[src/rtl/core/tsk_pkg.sv]
`default_nettype none

package tsk_pkg;

  // field widths
  localparam int unsigned DayW  = 32;
  localparam int unsigned SodW  = 17;
  localparam int unsigned FracW = 32;
  localparam int unsigned AmtW  = 41;
  localparam int unsigned TotW  = 49;

  // shared multiplier: signed A times unsigned B
  localparam int unsigned MulAW = 36;
  localparam int unsigned MulBW = 32;
  localparam int unsigned MulPW = MulAW + MulBW;

  localparam logic [SodW-1:0] SecsPerDay = 17'd86400;

  // fraction units per ms, us and ns
  localparam logic [MulBW-1:0] ScaleMs = 32'd4294967;
  localparam logic [MulBW-1:0] ScaleUs = 32'd4295;
  localparam logic [MulBW-1:0] ScaleNs = 32'd4;

  // 86400 = 675 * 2^7: shift off seven bits, then divide by 675
  localparam int unsigned LoShift = 7;
  localparam int unsigned Div675  = 675;

  // offset that makes the quotient input non-negative, a multiple of 675
  localparam int unsigned DivOffW   = 24;
  localparam logic [35:0] DivOffset = 36'(Div675) << DivOffW;
  localparam logic [26:0] QuBias    = 27'd1 << DivOffW;

  // reciprocal of 675, exact for dividends below 2^35
  localparam int unsigned RecipShift = 45;
  localparam logic [63:0] Recip =
    ((64'd1 << RecipShift) + 64'(Div675) - 64'd1) / 64'(Div675);
  localparam logic [MulBW-1:0] RecipLo = Recip[31:0];
  localparam logic [MulBW-1:0] RecipHi = {28'd0, Recip[35:32]};

  // rounding of the fraction to decimal units
  localparam logic [FracW-1:0] MsBias = 32'd2147483;
  localparam logic [FracW-1:0] UsBias = 32'd2147;
  localparam logic [FracW-1:0] NsBias = 32'd2;
  localparam logic [FracW-1:0] MsSat  = 32'd4290000000;
  localparam logic [FracW-1:0] UsSat  = 32'd4294963000;
  localparam logic [FracW-1:0] NsSat  = 32'd4294967290;
  localparam logic [MulBW-1:0] MsMul  = 32'd1000;
  localparam logic [MulBW-1:0] UsMul  = 32'd1000000;
  localparam logic [MulBW-1:0] NsMul  = 32'd1000000000;
  localparam logic [9:0]       MsMax  = 10'd999;
  localparam logic [19:0]      UsMax  = 20'd999999;
  localparam logic [29:0]      NsMax  = 30'd999999999;

  typedef enum logic [2:0] {
    MODE_ADD_S     = 3'd0,
    MODE_ADD_MS    = 3'd1,
    MODE_ADD_US    = 3'd2,
    MODE_ADD_NS    = 3'd3,
    MODE_SET_EPOCH = 3'd4,
    MODE_SET_DAYS  = 3'd5,
    MODE_SET_FRAC  = 3'd6,
    MODE_READ      = 3'd7
  } mode_t;

  typedef enum logic [3:0] {
    ST_IDLE,
    ST_SC_LO,
    ST_SC_HI,
    ST_SC_ADD,
    ST_DV_OFF,
    ST_DV_LO,
    ST_DV_HI,
    ST_DV_Q,
    ST_DV_R,
    ST_DV_S,
    ST_TOT,
    ST_MS,
    ST_US,
    ST_NS,
    ST_FIN
  } st_t;

  typedef struct packed {
    st_t  step;
    logic in_ready;
    logic out_load;
  } ctl_t;

endpackage

`default_nettype wire

[src/rtl/core/tsk_mul.sv]
`default_nettype none

module tsk_mul (
  input  logic                              clk,
  input  logic signed [tsk_pkg::MulAW-1:0] a,
  input  logic        [tsk_pkg::MulBW-1:0] b,
  output logic signed [tsk_pkg::MulPW-1:0] prod
);
  import tsk_pkg::*;

  logic signed [MulPW:0] full;

  // signed by unsigned product, one per cycle
  assign full = a * $signed({1'b0, b});

  // register the product
  always_ff @(posedge clk) begin
    prod <= full[MulPW-1:0];
  end

endmodule

`default_nettype wire

[src/rtl/core/tsk_seq.sv]
`default_nettype none

module tsk_seq (
  input  logic           clk,
  input  logic           rst,
  input  logic           in_valid,
  input  tsk_pkg::mode_t mode,
  input  logic           out_free,
  output tsk_pkg::ctl_t  ctl
);
  import tsk_pkg::*;

  st_t state, state_next;

  // hold the step register
  always_ff @(posedge clk) begin
    if (rst) begin
      state <= ST_IDLE;
    end else begin
      state <= state_next;
    end
  end

  // advance through the steps of one command
  always_comb begin
    state_next   = state;
    ctl.step     = state;
    ctl.in_ready = (state == ST_IDLE);
    ctl.out_load = 1'b0;
    unique case (state)
      ST_IDLE: begin
        if (in_valid) begin
          unique case (mode)
            MODE_ADD_S, MODE_SET_EPOCH:            state_next = ST_DV_OFF;
            MODE_ADD_MS, MODE_ADD_US, MODE_ADD_NS: state_next = ST_SC_LO;
            default:                               state_next = ST_TOT;
          endcase
        end
      end
      ST_SC_LO:  state_next = ST_SC_HI;
      ST_SC_HI:  state_next = ST_SC_ADD;
      ST_SC_ADD: state_next = ST_DV_OFF;
      ST_DV_OFF: state_next = ST_DV_LO;
      ST_DV_LO:  state_next = ST_DV_HI;
      ST_DV_HI:  state_next = ST_DV_Q;
      ST_DV_Q:   state_next = ST_DV_R;
      ST_DV_R:   state_next = ST_DV_S;
      ST_DV_S:   state_next = ST_TOT;
      ST_TOT:    state_next = ST_MS;
      ST_MS:     state_next = ST_US;
      ST_US:     state_next = ST_NS;
      ST_NS:     state_next = ST_FIN;
      ST_FIN: begin
        ctl.out_load = out_free;
        if (out_free) begin
          state_next = ST_IDLE;
        end
      end
      default:   state_next = ST_IDLE;
    endcase
  end

endmodule

`default_nettype wire

[src/rtl/core/timestamp_keeper.sv]
`default_nettype none

// channel  signals                                        transfer when
// -------  ---------------------------------------------  ----------------------
// in       in_valid, in_ready, mode, amount               in_valid && in_ready
// out      out_valid, out_ready, day_value to nanos       out_valid && out_ready
//
// One command at a time through a single 36x32 multiplier under a sequencer.
// ms/us/ns advances pass through scaling, the divide and the output steps;
// second advances and epoch sets skip scaling; set days, set fraction and read
// run only the output steps. The multiplier steps are scaling, the reciprocal
// divide by 675 and four output products. Reset clears the timestamp to zero.
// A result waiting in the output register holds the sequencer in its last step.

module timestamp_keeper (
  input  logic                               clk,
  input  logic                               rst,
  input  logic                               in_valid,
  output logic                               in_ready,
  input  logic [2:0]                         mode,
  input  logic signed [tsk_pkg::AmtW-1:0]    amount,
  output logic                               out_valid,
  input  logic                               out_ready,
  output logic signed [tsk_pkg::DayW-1:0]    day_value,
  output logic [tsk_pkg::SodW-1:0]           second_value,
  output logic [tsk_pkg::FracW-1:0]          fraction_value,
  output logic signed [tsk_pkg::TotW-1:0]    total_seconds,
  output logic [9:0]                         millis,
  output logic [19:0]                        micros,
  output logic [29:0]                        nanos
);
  import tsk_pkg::*;

  ctl_t  ctl;
  mode_t in_mode;
  logic  accept;
  logic  out_free;

  // timestamp state
  logic [DayW-1:0]  day;
  logic [SodW-1:0]  sod;
  logic [FracW-1:0] sub;

  // working registers
  mode_t               mode_q;
  logic [AmtW-1:0]     amt;
  logic [55:0]         tsum;
  logic [41:0]         x;
  logic [34:0]         u;
  logic [LoShift-1:0]  rlo;
  logic [34:0]         accq;
  logic [25:0]         qu;
  logic [TotW-1:0]     tot;
  logic [9:0]          ms;
  logic [19:0]         us;

  // multiplier
  logic signed [MulAW-1:0] mul_a;
  logic [MulBW-1:0]        mul_b;
  logic signed [MulPW-1:0] prod;
  logic [MulBW-1:0]        scale;

  // combinational helpers
  logic [33:0] secs;
  logic [35:0] uoff;
  logic [39:0] qsum;
  logic [26:0] dq;
  logic [34:0] rem;
  logic [29:0] ns_val;

  assign in_mode  = mode_t'(mode);
  assign in_ready = ctl.in_ready;
  assign accept   = in_valid && ctl.in_ready;
  assign out_free = !out_valid || out_ready;

  tsk_seq u_seq (
    .clk      (clk),
    .rst      (rst),
    .in_valid (in_valid),
    .mode     (in_mode),
    .out_free (out_free),
    .ctl      (ctl)
  );

  tsk_mul u_mul (
    .clk  (clk),
    .a    (mul_a),
    .b    (mul_b),
    .prod (prod)
  );

  // pick the scale of a sub-second advance
  always_comb begin
    unique case (mode_q)
      MODE_ADD_MS: scale = ScaleMs;
      MODE_ADD_US: scale = ScaleUs;
      default:     scale = ScaleNs;
    endcase
  end

  // steer multiplier operands for each step
  always_comb begin
    unique case (ctl.step)
      ST_SC_LO: begin
        mul_a = {4'd0, amt[31:0]};
        mul_b = scale;
      end
      ST_SC_HI: begin
        mul_a = {{27{amt[AmtW-1]}}, amt[AmtW-1:32]};
        mul_b = scale;
      end
      ST_DV_LO: begin
        mul_a = {1'b0, u};
        mul_b = RecipLo;
      end
      ST_DV_HI: begin
        mul_a = {1'b0, u};
        mul_b = RecipHi;
      end
      ST_DV_R: begin
        mul_a = {10'd0, qu};
        mul_b = 32'(Div675);
      end
      ST_TOT: begin
        mul_a = {{4{day[DayW-1]}}, day};
        mul_b = 32'(SecsPerDay);
      end
      ST_MS: begin
        mul_a = {4'd0, sub + MsBias};
        mul_b = MsMul;
      end
      ST_US: begin
        mul_a = {4'd0, sub + UsBias};
        mul_b = UsMul;
      end
      default: begin
        mul_a = {4'd0, sub + NsBias};
        mul_b = NsMul;
      end
    endcase
  end

  // carry of the fraction into seconds: high product plus carry of low sum
  assign secs = {prod[32], prod[32:0]} + {10'd0, tsum[55:32]};
  // floor of x / 128, shifted up by a multiple of 675
  assign uoff = {x[41], x[41:LoShift]} + DivOffset;
  // quotient from the two reciprocal partial products
  assign qsum = {5'd0, accq} + prod[39:0];
  // day delta with the offset taken back out
  assign dq   = {1'b0, qu} - QuBias;
  // remainder of the divide by 675
  assign rem  = u - prod[34:0];
  assign ns_val = (sub >= NsSat) ? NsMax : prod[61:32];

  // update the timestamp and the result flag
  always_ff @(posedge clk) begin
    if (rst) begin
      day       <= '0;
      sod       <= '0;
      sub       <= '0;
      out_valid <= 1'b0;
    end else begin
      if (ctl.out_load) begin
        out_valid <= 1'b1;
      end else if (out_ready) begin
        out_valid <= 1'b0;
      end
      if (accept && in_mode == MODE_SET_DAYS) begin
        day <= amount[DayW-1:0];
      end
      if (accept && in_mode == MODE_SET_FRAC) begin
        sub <= amount[FracW-1:0];
      end
      if (ctl.step == ST_SC_ADD) begin
        sub <= tsum[31:0];
      end
      if (ctl.step == ST_DV_R) begin
        if (mode_q == MODE_SET_EPOCH) begin
          day <= {{5{dq[26]}}, dq};
        end else begin
          day <= day + {{5{dq[26]}}, dq};
        end
      end
      if (ctl.step == ST_DV_S) begin
        sod <= {rem[9:0], rlo};
        if (mode_q == MODE_SET_EPOCH) begin
          sub <= '0;
        end
      end
    end
  end

  // working registers of the sequence
  always_ff @(posedge clk) begin
    if (accept) begin
      mode_q <= in_mode;
      amt    <= amount;
      if (in_mode == MODE_SET_EPOCH) begin
        x <= {amount[AmtW-1], amount};
      end else begin
        x <= {25'd0, sod} + {amount[AmtW-1], amount};
      end
    end
    unique case (ctl.step)
      ST_SC_HI:  tsum <= {1'b0, prod[54:0]} + {24'd0, sub};
      ST_SC_ADD: x    <= {25'd0, sod} + {{8{secs[33]}}, secs};
      ST_DV_OFF: begin
        u   <= uoff[34:0];
        rlo <= x[LoShift-1:0];
      end
      ST_DV_HI:  accq <= prod[66:32];
      ST_DV_Q:   qu   <= qsum[38:13];
      ST_MS:     tot  <= prod[TotW-1:0] + {32'd0, sod};
      ST_US:     ms   <= (sub >= MsSat) ? MsMax : prod[41:32];
      ST_NS:     us   <= (sub >= UsSat) ? UsMax : prod[51:32];
      default: begin
      end
    endcase
  end

  // load the output register
  always_ff @(posedge clk) begin
    if (ctl.out_load) begin
      day_value      <= day;
      second_value   <= sod;
      fraction_value <= sub;
      total_seconds  <= tot;
      millis         <= ms;
      micros         <= us;
      nanos          <= ns_val;
    end
  end

  // second of day stays within one day
  a_sod_range: assert property (@(posedge clk) disable iff (rst)
    sod < SecsPerDay)
    else $error("second of day out of range");

  // reciprocal divide leaves a proper remainder
  a_rem_range: assert property (@(posedge clk) disable iff (rst)
    (ctl.step == ST_DV_S) |-> (rem < 35'(Div675)))
    else $error("divide by 675 remainder out of range");

  // a load always presents a result next cycle
  a_load_valid: assert property (@(posedge clk) disable iff (rst)
    ctl.out_load |=> out_valid)
    else $error("loaded result not presented");

  // rounded conversions stay saturated
  a_round_range: assert property (@(posedge clk) disable iff (rst)
    out_valid |-> (millis <= MsMax && micros <= UsMax && nanos <= NsMax))
    else $error("rounded fraction out of range");

endmodule

`default_nettype wire
[config.mk]
export PLATFORM = sky130hd
export DESIGN_NAME = timestamp_keeper
export DESIGN_NICKNAME = d
export VERILOG_FILES = /design/src/rtl/core/tsk_pkg.sv /design/src/rtl/core/tsk_mul.sv /design/src/rtl/core/tsk_seq.sv /design/src/rtl/core/timestamp_keeper.sv
export SDC_FILE = /design/constraint.sdc
export NUM_CORES = 2
export LEC_CHECK = 0
export BUFFER_PORTS_ARGS = -buffer_cell sky130_fd_sc_hd__buf_4
export CORE_AREA = 8 8 322 449
export CTS_BUF_LIST = sky130_fd_sc_hd__clkbuf_8 sky130_fd_sc_hd__clkbuf_16
export DETAILED_ROUTE_END_ITERATION = 10
export DIE_AREA = 0 0 330 457
export GPL_TIMING_DRIVEN = 0
export HOLD_SLACK_MARGIN = 0.03
export PLACE_DENSITY = 0.66
export SKIP_LAST_GASP = 1
export SLEW_MARGIN = 10
export SYNTH_ARGS = -nofsm -noshare
export SYNTH_HDL_FRONTEND = slang
export SYNTH_SLANG_ARGS = --single-unit
[constraint.sdc]
create_clock -name clk -period 22.2 [get_ports clk]
set_clock_uncertainty 0.05 [all_clocks]
set_input_delay 4.44 -clock clk [delete_from_list [all_inputs] [get_ports clk]]
set_output_delay 4.44 -clock clk [all_outputs]
set_load 0.02 [all_outputs]
==> metrics.txt <==
outcome completed; total grt overflow 0; global-route wire length before repair around 400000 um; share of synthesized area occupied by flip-flops and latches between 20% and 30%; initial antenna violation count 19; top area cells in the synthesized netlist sky130_fd_sc_hd__fa_1 30%, sky130_fd_sc_hd__edfxtp_1 23%, sky130_fd_sc_hd__ha_1 9.0%; DR DRC count 0; actual transition at the worst max-transition pin about 1400 ps; Sum Neg Setup Slack 0 ps; min Tclk post-route ~15000 ps; routed length per placed instance between 30 and 40 um; crit share post-route 69.11%; final-layout fill cell count around 13000; CTS tree yes; number of sinks handled by clock tree synthesis about 670; average footprint of a synthesized cell around 10 um2; Buffers & Inverters on Critical Path 8; most frequent cell on the critical path sky130_fd_sc_hd__fa_1; max cap viols 0; critical path's slowest cell sky130_fd_sc_hd__fa_1; number of synthesized flops with an enable pin 514; quantity of I/O buffers inserted on ports between 200 and 250; horizontal die dimension roughly 330 um; top cells by instance count after synthesis 1159 x sky130_fd_sc_hd__inv_1, 1014 x sky130_fd_sc_hd__fa_1, 700 x sky130_fd_sc_hd__nor2_1; total clock buffers created by CTS between 50 and 60; gpl congestion about 1.1; latest clock arrival within the worst-skew pair 690 ps; Finish-stage setup viols 0; count of nets after finishing roughly 8700; site row count roughly 160; total iterations of the first detailed-routing run 6; post-DP HPWL roughly 240000 um; critical path required time around 23000 ps; via count roughly 54000; dominant register cell in the synthesized netlist sky130_fd_sc_hd__edfxtp_1; max-slew violation total from the final report 0; endpoint arrival time on the critical path 15840 ps; total global routing track utilization between 30 and 40%; adder and majority cell fraction of the synthesized area 38.63%; cell type with the largest total area after synthesis sky130_fd_sc_hd__fa_1; Floorplan Core Area between 100000 and 150000 um2; post-CTS setup buffers 0; hold_buf cts 0; worst reg2reg setup slack slightly below 7000 ps; number of DRC markers after the initial detailed-route iteration approximately 5000; Syn-to-layout area delta 10.20%; number of endpoints with negative hold slack in the final report 0; layout cell share with drive strength beyond 1 ~6.5%; family with the most delay on the worst path adder cells; setup repair after global routing missed its margin no; die boundary height around 460 um; clock slew at reported path FFs 80 ps; pin count of the biggest net entering global routing 57; initial standard-cell utilization of the core ~50%; share of flip-flops with an asynchronous set or reset after synthesis 0%; worst slew margin relative to its limit between 4 and 5%; CP startpoint kind flip-flop; area fraction in compound gates after synthesis a little under a tenth; mux contribution to synthesized area less than 1%; main combinational cell family by area after synthesis adder cells; Clock H-tree levels 2; endpoint kind of the worst setup timing path flip-flop; xor-xnor portion of the synthesized cell area approximately 4.1%; count of different cell masters after synthesis 90; fraction of post-synthesis cell area in the top cell type by area 29.64%; number of warnings printed during yosys synthesis 0; fraction of the mapped netlist area in simple logic gates about an eighth; maximum count of clock buffers along a single path 3; largest incremental delay on the critical path between 900 and 1000 ps; number of nets still failing antenna checks after routing 0; cell at the root of the clock tree sky130_fd_sc_hd__clkbuf_16; number of global-route vias before repair 55890; vias per std cell 5.972; total of cells resized after clock tree synthesis 0; I/O pin count 240; final routed wirelength across all metal layers around 280000 um; synthesized instance count 6790; type of the worst min-delay path flip-flop to flip-flop; fmax 65.18 MHz; post-synthesis sequential element count between 600 and 700; Critical Path Fanout Max 19; area of the die 150800 um2; post-synth design cell area 68490 um2; top-count cell post-synth sky130_fd_sc_hd__inv_1; critical path class flip-flop to flip-flop
## per-stage QoR
| stage | util (%) | hold WS (ps) | setup slack, ps | instances | instance area (um2) |
|---|---|---|---|---|---|
| after floorplan | - | 335.5 | 8471 | 6836 | 68660 |
| after global placement | 52.60 | 346.0 | 4266 | 8879 | 72710 |
| after detailed placement | 53.06 | 338.7 | 7533 | 8916 | 73350 |
| after CTS | 54.57 | 325.3 | 7514 | 9024 | 75440 |
| after global routing | 54.58 | 346.7 | 6689 | 9024 | 75450 |
| final | 54.60 | 342.8 | 6857 | 9035 | 75470 |
## per-layer routing
layer | GRT usage [%] | vias to the layer above | wire (um)
met1 | 39.58 | 27070 | 91370
met2 | 62.00 | 2968 | 134800
met4 | 33.61 | 6 | 33290
li1 | - | 22860 | -
met3 | 7.525 | 1062 | 24310
met5 | 0 | - | 58
## cells in the final DEF (no fill, tap or decap), types with 20 or more instances in the layout
| cell type | instances |
|---|---|
| sky130_fd_sc_hd__nor2_1 | 695 |
| sky130_fd_sc_hd__nand2_1 | 518 |
| sky130_fd_sc_hd__buf_4 | 255 |
| sky130_fd_sc_hd__o21ai_1 | 29 |
| sky130_fd_sc_hd__and3_1 | 45 |
| sky130_fd_sc_hd__mux2i_1 | 41 |
| sky130_fd_sc_hd__or2_1 | 22 |
| sky130_fd_sc_hd__fa_1 | 1013 |
| sky130_fd_sc_hd__buf_1 | 25 |
| sky130_fd_sc_hd__conb_1 | 48 |
| sky130_fd_sc_hd__xnor2_1 | 197 |
| sky130_fd_sc_hd__buf_2 | 20 |
| sky130_fd_sc_hd__nand4_1 | 48 |
| sky130_fd_sc_hd__inv_1 | 1165 |
| sky130_fd_sc_hd__clkbuf_16 | 58 |
| sky130_fd_sc_hd__edfxtp_1 | 514 |
| sky130_fd_sc_hd__nand3_1 | 110 |
| sky130_fd_sc_hd__and2_1 | 53 |
| sky130_fd_sc_hd__a31oi_1 | 36 |
| sky130_fd_sc_hd__nand2b_1 | 117 |
| sky130_fd_sc_hd__clkbuf_1 | 214 |
| sky130_fd_sc_hd__a21oi_1 | 247 |
| sky130_fd_sc_hd__a211oi_1 | 84 |
| sky130_fd_sc_hd__o21bai_1 | 27 |
| sky130_fd_sc_hd__o21ai_0 | 145 |
| sky130_fd_sc_hd__a21o_1 | 118 |
| sky130_fd_sc_hd__a22oi_1 | 21 |
| sky130_fd_sc_hd__nor3_1 | 71 |
| sky130_fd_sc_hd__xor2_1 | 127 |
| sky130_fd_sc_hd__ha_1 | 492 |
| sky130_fd_sc_hd__nor2b_1 | 54 |
| sky130_fd_sc_hd__or3_1 | 27 |
| sky130_fd_sc_hd__o21a_1 | 33 |
| sky130_fd_sc_hd__o211ai_1 | 26 |
| sky130_fd_sc_hd__dfxtp_1 | 153 |
| sky130_fd_sc_hd__or2_2 | 25 |
## sequential cells by signal (all words and copies together) (netlist names)
signal	count
accq	35
mode_q	3
day_value	32
day	32
ms	10
sub	32
rlo	7
tsum	56
u	35
millis	10
total_seconds	49
x	42
fraction_value	32
tot	49
qu	26
u_mul.prod	67
sod	17
micros	20
out_valid	1
amt	41
second_value	17
us	20
nanos	30
u_seq.state	4
## final timing paths
| path | startpoint | endpoint | depth (start not counted) |
|---|---|---|---|
| worst max-delay path | u_seq.state[1] | u_mul.prod[66] | 38 |
| worst min-delay path | x[15] | u[8] | 0 |
| worst max register to register | u_seq.state[1] | u_mul.prod[66] | 38 |
| worst min register to register | x[15] | u[8] | 0 |
## kinds of logic (layout without fill, tap and decap cells)
logic type	after synthesis	count (layout)
muxes	44	44
other	2	59
and+or+nand+nor	1854	1854
adders and majority gates	1506	1506
buffers and inverters	1422	1806
AOI/OAI and AO/OA	971	971
DFF	667	667
xor gates and xnor gates	324	324
## layout make-up
| cell class | count | area (um2) | share of cell area (%) |
|---|---|---|---|
| multi-input combinational | 4747 | 44930 | 59.53 |
| antenna | 11 | 27.53 | 0.03647 |
| clock inverter | 46 | 584.3 | 0.7742 |
| clock buffer | 62 | 1506 | 1.996 |
| timing repair buffer | 276 | 2300 | 3.047 |
| inverter | 1160 | 4354 | 5.769 |
| tap | 1804 | 2257 | 2.991 |
| buffer | 262 | 1017 | 1.348 |
| sequential | 667 | 18500 | 24.51 |
Power is left out: the tool's default activity adds up to more than one toggle a clock period on the data nets, which glitch-free logic cannot reach.
